**config.mk**
```make
export PLATFORM = sky130hd
export DESIGN_NAME = w3l_ctrl
export DESIGN_NICKNAME = d
export VERILOG_FILES = /design/src/hdl/w3l_pkg.sv /design/src/hdl/w3l_ctrl.sv
export SDC_FILE = /design/constraint.sdc
export NUM_CORES = 1
export LEC_CHECK = 0
export BUFFER_PORTS_ARGS = -buffer_cell sky130_fd_sc_hd__buf_2
export CORE_AREA = 2 2 39 41
export DETAILED_ROUTE_END_ITERATION = 8
export DIE_AREA = 0 0 41 43
export SLEW_MARGIN = 20
export SYNTH_ARGS = -nofsm -noshare
export SYNTH_HDL_FRONTEND = slang
export SYNTH_SLANG_ARGS = --single-unit
```
**constraint.sdc**
```tcl
create_clock -name clk -period 1.52 [get_ports clk]
set_input_delay 0.228 -clock clk [delete_from_list [all_inputs] [get_ports clk]]
set_output_delay 0.228 -clock clk [all_outputs]
set_load 0.005 [all_outputs]
```
**src/hdl/w3l_pkg.sv**
```systemverilog
`timescale 1ns / 1ps
// ----------------------------------------------------------------------------
// w3l_pkg: shared types and constants
// Word formats, controller commands and weights for the weighted 3D life block.
// ----------------------------------------------------------------------------
package w3l_pkg;

	localparam int DEF_SIZE_X = 16;
	localparam int DEF_SIZE_Y = 16;
	localparam int DEF_SIZE_Z = 16;

	localparam int REG_W  = 13;
	localparam int POS_W  = 4;
	localparam int SUM_MAX = 4892;

	localparam logic [REG_W-1:0] WEIGHT_FACE   = 13'd256;
	localparam logic [REG_W-1:0] WEIGHT_EDGE   = 13'd181;
	localparam logic [REG_W-1:0] WEIGHT_CORNER = 13'd148;

	localparam logic [1:0] MODE_WRITE   = 2'd0;
	localparam logic [1:0] MODE_READ    = 2'd1;
	localparam logic [1:0] MODE_CLEAR   = 2'd2;
	localparam logic [1:0] MODE_ADVANCE = 2'd3;

	localparam logic [1:0] CFG_SURVIVE_LOW  = 2'd0;
	localparam logic [1:0] CFG_SURVIVE_HIGH = 2'd1;
	localparam logic [1:0] CFG_BIRTH_LOW    = 2'd2;
	localparam logic [1:0] CFG_BIRTH_HIGH   = 2'd3;

	typedef struct packed {
		logic [1:0]       mode;
		logic [POS_W-1:0] pos_x;
		logic [POS_W-1:0] pos_y;
		logic [POS_W-1:0] pos_z;
		logic             cell_in;
	} in_t;

	typedef struct packed {
		logic cell_out;
		logic is_read_data;
	} out_t;

	typedef struct packed {
		logic load;
		logic cell_step;
		logic clr_wr;
		logic nbr_step;
		logic eval;
		logic rd_issue;
		logic wr_do;
		logic done;
		logic swap;
	} cmd_t;

	typedef struct packed {
		logic cell_last;
		logic nbr_last;
	} sts_t;

	function automatic logic [REG_W-1:0] weight_of(input logic [1:0] d2);
		logic [REG_W-1:0] w;
		unique case (d2)
			2'd1:    w = WEIGHT_FACE;
			2'd2:    w = WEIGHT_EDGE;
			2'd3:    w = WEIGHT_CORNER;
			default: w = '0;
		endcase
		return w;
	endfunction

endpackage

```
**src/hdl/w3l_ctrl.sv**
```systemverilog
`timescale 1ns / 1ps
// ----------------------------------------------------------------------------
// w3l_ctrl: controller
// Sequences reset clearing, writes, reads, clears and generation sweeps.
// ----------------------------------------------------------------------------
module w3l_ctrl (
	input  logic          clk,
	input  logic          arst_n,
	input  logic          start,
	input  logic [1:0]    mode,
	input  w3l_pkg::sts_t sts,
	output w3l_pkg::cmd_t cmd,
	output logic          busy
);
	import w3l_pkg::*;

	localparam logic [3:0] ST_RST  = 4'd0;
	localparam logic [3:0] ST_IDLE = 4'd1;
	localparam logic [3:0] ST_CLR  = 4'd2;
	localparam logic [3:0] ST_WR   = 4'd3;
	localparam logic [3:0] ST_RD1  = 4'd4;
	localparam logic [3:0] ST_RD2  = 4'd5;
	localparam logic [3:0] ST_NBR  = 4'd6;
	localparam logic [3:0] ST_DRN  = 4'd7;
	localparam logic [3:0] ST_EVL  = 4'd8;

	logic [3:0] state_q, state_d;

	always_comb begin
		cmd = '0;
		state_d = state_q;
		unique case (state_q)
			ST_RST: begin
				cmd.clr_wr = 1'b1;
				cmd.cell_step = 1'b1;
				if (sts.cell_last) state_d = ST_IDLE;
			end
			ST_IDLE: begin
				if (start) begin
					cmd.load = 1'b1;
					unique case (mode)
						MODE_WRITE:   state_d = ST_WR;
						MODE_READ:    state_d = ST_RD1;
						MODE_CLEAR:   state_d = ST_CLR;
						MODE_ADVANCE: state_d = ST_NBR;
					endcase
				end
			end
			ST_CLR: begin
				cmd.clr_wr = 1'b1;
				cmd.cell_step = 1'b1;
				if (sts.cell_last) begin
					cmd.done = 1'b1;
					state_d = ST_IDLE;
				end
			end
			ST_WR: begin
				cmd.wr_do = 1'b1;
				cmd.done = 1'b1;
				state_d = ST_IDLE;
			end
			ST_RD1: begin
				cmd.rd_issue = 1'b1;
				state_d = ST_RD2;
			end
			ST_RD2: begin
				cmd.done = 1'b1;
				state_d = ST_IDLE;
			end
			ST_NBR: begin
				cmd.nbr_step = 1'b1;
				if (sts.nbr_last) state_d = ST_DRN;
			end
			ST_DRN: begin
				state_d = ST_EVL;
			end
			ST_EVL: begin
				cmd.eval = 1'b1;
				cmd.cell_step = 1'b1;
				if (sts.cell_last) begin
					cmd.swap = 1'b1;
					cmd.done = 1'b1;
					state_d = ST_IDLE;
				end else begin
					state_d = ST_NBR;
				end
			end
			default: state_d = ST_IDLE;
		endcase
	end

	always_ff @(posedge clk or negedge arst_n) begin
		if (!arst_n) begin
			state_q <= ST_RST;
		end else begin
			state_q <= state_d;
		end
	end

	assign busy = (state_q != ST_IDLE);

	a_one_action: assert property (@(posedge clk) disable iff (!arst_n)
		$onehot0({cmd.clr_wr, cmd.nbr_step, cmd.eval, cmd.rd_issue, cmd.wr_do}))
		else $error("more than one datapath action in a cycle");
	a_load_idle: assert property (@(posedge clk) disable iff (!arst_n)
		cmd.load |-> !busy)
		else $error("word loaded while busy");
	a_swap_done: assert property (@(posedge clk) disable iff (!arst_n)
		cmd.swap |-> (cmd.done && cmd.eval && sts.cell_last))
		else $error("plane swap outside the end of a sweep");
endmodule

```
# ---- After elaboration in Yosys (flattened, before gate mapping)
# Index checks and enable logic that the tools add are counted.
dict set report totals {
  mem_bits_rw 0
  out_inout_bits 10
  latch_bits 0
  ff_bits 4
  rom_bits 0
  mem_count 0
}
dict set report op_classes {
  div_mod_pow 0
  order_cmp 0
  eq_ne 15
  n_addsub 0
  mux 18
  shifts 0
  multipliers 0
  reduce_logical 6
  n_bitwise 0
}
# cell count
set ops {}
lappend ops {{4-bit case mux with 6 select lines} 1}
lappend ops {{4-bit by 3-bit == test with 1-bit output, second input constant} 4}
lappend ops {{4-bit case mux with 4 select lines} 1}
lappend ops {{4-bit 2-to-1 mux} 3}
lappend ops {{1-bit 2-to-1 mux} 10}
lappend ops {{4-bit by 2-bit == test with 1-bit output, second input constant} 2}
lappend ops {{2-bit == test, second input constant} 2}
lappend ops {{4-bit by 1-bit == test with 1-bit output, second input constant} 1}
lappend ops {{4-bit == test, second input constant} 1}
lappend ops {{4-bit zero test} 1}
lappend ops {{2-bit != test, second input constant} 2}
lappend ops {{4-bit by 1-bit != test with 1-bit output, second input constant} 1}
lappend ops {{2-bit OR reduction} 2}
lappend ops {{3-bit 2-to-1 mux} 1}
lappend ops {{1-bit case mux with 3 select lines} 1}
lappend ops {{3-bit AND reduction} 1}
lappend ops {{3-bit OR reduction} 1}
lappend ops {{2-bit by 1-bit == test with 1-bit output, second input constant} 1}
lappend ops {{2-bit zero test} 1}
lappend ops {{2-bit 2-to-1 mux} 1}
lappend ops {{2-bit by 1-bit != test with 1-bit output, second input constant} 1}

# ---- Longest topological paths before layout
dict set report depth {
  ltp_word 4
  depth_mapped 5
  ltp_nobuf 4
}

# ---- Least setup slack after synthesis
# No wires, ideal clock.
dict set report synth_timing {
  path_type {register to register}
  start {register state_q[2]}
  end {register state_q[2]}
  n_path_buf 1
  path_slack_ns 0.156
  setup_ns 0.124
  required_time_ns 1.396
  arrival_time_ns 1.240
  path_stages_with_launch 6
  cell_sequence {dfrtp_1 buf_6 or2_2 a211oi_2 nand2b_2 o22ai_2}
}
dict set report synth_via {
  elab_chain_cells 4
  word_cells_on_any_way 13
}
# element line_no
set synth_rtl {}
lappend synth_rtl {{from (decl)} w3l_ctrl.sv:27} ;# logic [3:0] state_q, state_d;
lappend synth_rtl {{from (signal assigned)} w3l_ctrl.sv:96} ;# state_q <= state_d;
lappend synth_rtl {{4-bit by 2-bit == test with 1-bit output or 4-bit zero test (tied branches)} w3l_ctrl.sv:32} ;# unique case (state_q)
lappend synth_rtl {{2-bit OR reduction (no line)} n/a}
lappend synth_rtl {{2-bit by 1-bit != test with 1-bit output (no line)} n/a}
lappend synth_rtl {{3-bit AND reduction (no line)} n/a}
# Parallel ways exist; a longest one is shown, timed or not.
# A chain may end at the register's enable or synchronous reset.

==> run metrics <==
setup violators final 5; Fin. Hold Viols 0; status complete, but fails checks; max reg flops 4; peak supply drop 642 uV; worst endpoint required time 1290 ps; Yosys warning count 0; synth top area cells dfrtp_1 22%, nor4b_4 11%, nand2b_4 6.1%, buf_6 5.0%, nor3_1 3.3%; Layout area overhead 47.5%; Synth Flop Type dfrtp_1; pre-CTS setup slack -17.7 ps; most frequent cells in the layout 16 x buf_2, 9 x buf_4, 4 x nor2_1, 4 x dfrtp_2; Reg with most FFs state_q; ys async rst share 100%; routed length per instance 14.1 um; Final ANT Viol Nets 0; Starting Density 32.5%; synth unique cells 31; setup TNS -191 ps; I/O pin cnt 17; PD cells 1760 nW/um2; worst skew pair latency 240 ps; number of flops mapped to enable cells by yosys 0; relative slew slack 80.3%; syn_nets 54; critical-path maximum fanout 6; RSZ-0062 raised after global routing yes; CTS Root Buffer Type clkbuf_4; post-synth top area share 22.2%; syn_area_per_cell 9.58 um2; failing checks setup timing; vias in the first global route 491; commonest non-fill, non-tap cell in the layout buf_2; global-route wire length before repair 2.19 mm; Leak Pwr 0.000320 uW; DRC errors left 0; gr usage total 18.0%; CTS sink count 4; # port buffers 16; layout cells sized above 1 67.6%; worst slew pin tran 294 ps; total clock buffers created by CTS 3; top flop regs state_q (4); worst setup margin -70.5 ps; TritonCTS clock tree yes; CP startpoint kind register; Max Freq 629 MHz; core area 1380 um2; synthesized cell area 450 um2; die span in x 41 um; Pins Over Slew Limit 0; Vert. Die Dim 43 um; htree depth 1; CP Class reg2out; MaxCap Viol Count 0; Setup crit end kind primary output; final worst path period need 1590 ps; Routed WL 1.27 mm; Nets 83; register area share after synthesis 22.2%; largest area contributor in the netlist dfrtp_1; min-delay worst type in2reg; Final period util 105%; via count 460; Tot Pwr 1170 uW; Worst EP arrival 1360 ps; DRT Pass-1 Iters 4; 1st-iter DRT viols 11; Cell Rows 14; Vias/cell 5.11; Antenna diodes 0; Final Skew 1.55 ps; Placer Congestion 0.755; Max Root-Sink Buffers 2; die area 1760 um2; synthesized instance count 47; largest net degree at the start of global routing 9; grt ovf 0; number of synthesized register bits 4; Core Util, Final 48.0%; Worst-path clk slew 40 ps; dpl hpwl 775 um; antenna violations before repair 0
==> critical path: stages, from the launching register on <==
cell and delay, ps:
dfrtp_2 450, nor4b_4 370, and2_4 210, buf_6 90
==> final timing paths <==
| check | cells past startpoint | slack (ps) | start | to |
|---|---|---|---|---|
| min | 2 | 200 | sts[0] | state_q[2]$_DFFE_PN0P_ |
| max | 3 | -70 | state_q[0]$_DFFE_PN0P_ | cmd[0] |
| min reg2reg | 3 | 760 | state_q[1]$_DFFE_PN0P_ | state_q[1]$_DFFE_PN0P_ |
| max in group asynchronous | 2 | 1070 | arst_n | state_q[1]$_DFFE_PN0P_ |
| max reg2reg | 5 | 30 | state_q[2]$_DFFE_PN0P_ | state_q[2]$_DFFE_PN0P_ |
| min in group asynchronous | 2 | 320 | arst_n | state_q[3]$_DFFE_PN0P_ |
==> synthesized netlist by cell type, types with 2 or more instances <==
master,n
nor4b_4,2
or2_2,2
nand2b_4,2
nor2_1,4
inv_1,2
a21oi_1,2
and3_2,2
nor3_1,3
buf_6,2
dfrtp_1,4
nor2b_1,2
==> final cells by class <==
| type | instances | area (um2) |
|---|---|---|
| well taps | 16 | 20.0 |
| multi-input cells | 37 | 329 |
| inverters | 2 | 7.51 |
| clock buffers | 3 | 22.5 |
| fillers | 141 | 719 |
| repair buffers | 28 | 180 |
| flip-flops and latches | 4 | 105 |
==> power by group <==
part           switching [uW]  internal (uW)
Sequential                102            150
Combinational             347            435
Clock                    46.9           88.5
Total                     496            673
==> timing repair <==
| item | CTS | global route |
|---|---|---|
| cloned | 0 | 0 |
| endpoints found under the setup margin | 9 | 9 |
| resized for setup | 7 | 4 |
| hold buffers | 1 | 0 |
| pin swaps | 3 | 5 |
| setup buffers | 8 | 1 |
| endpoints found under the hold margin | 4 | 0 |
==> metal layers <==
| metal | up-vias | share of wire [%] | track usage, % |
|---|---|---|---|
| met2 | 16 | 51 | 29.1 |
| met1 | 216 | 42 | 22.6 |
| li1 | 225 | - | - |
| met5 | - | 0 | 0 |
| met3 | 3 | 5.6 | 2.09 |
| met4 | 0 | 1.8 | 8.00 |
==> stage by stage <==
step	instances	hold WS, ps	instance area (um2)
after floorplan	47	-67.6	450
after global placement	77	35.8	531
after detailed placement	77	36.3	531
after CTS	89	201	639
after global routing	90	205	664
final	90	201	664
==> cell families (layout without fill, tap and decap cells) <==
family                 count (synthesis)  count (layout)  share of synthesized area, %
buffers and inverters                  6              33                          9.44
and+or+nand+nor                       27              27                          49.4
DFF                                    4               4                          22.2
AOI/OAI and AO/OA                     10              10                          18.9
Note: power is estimated with default switching activity, not from simulation.
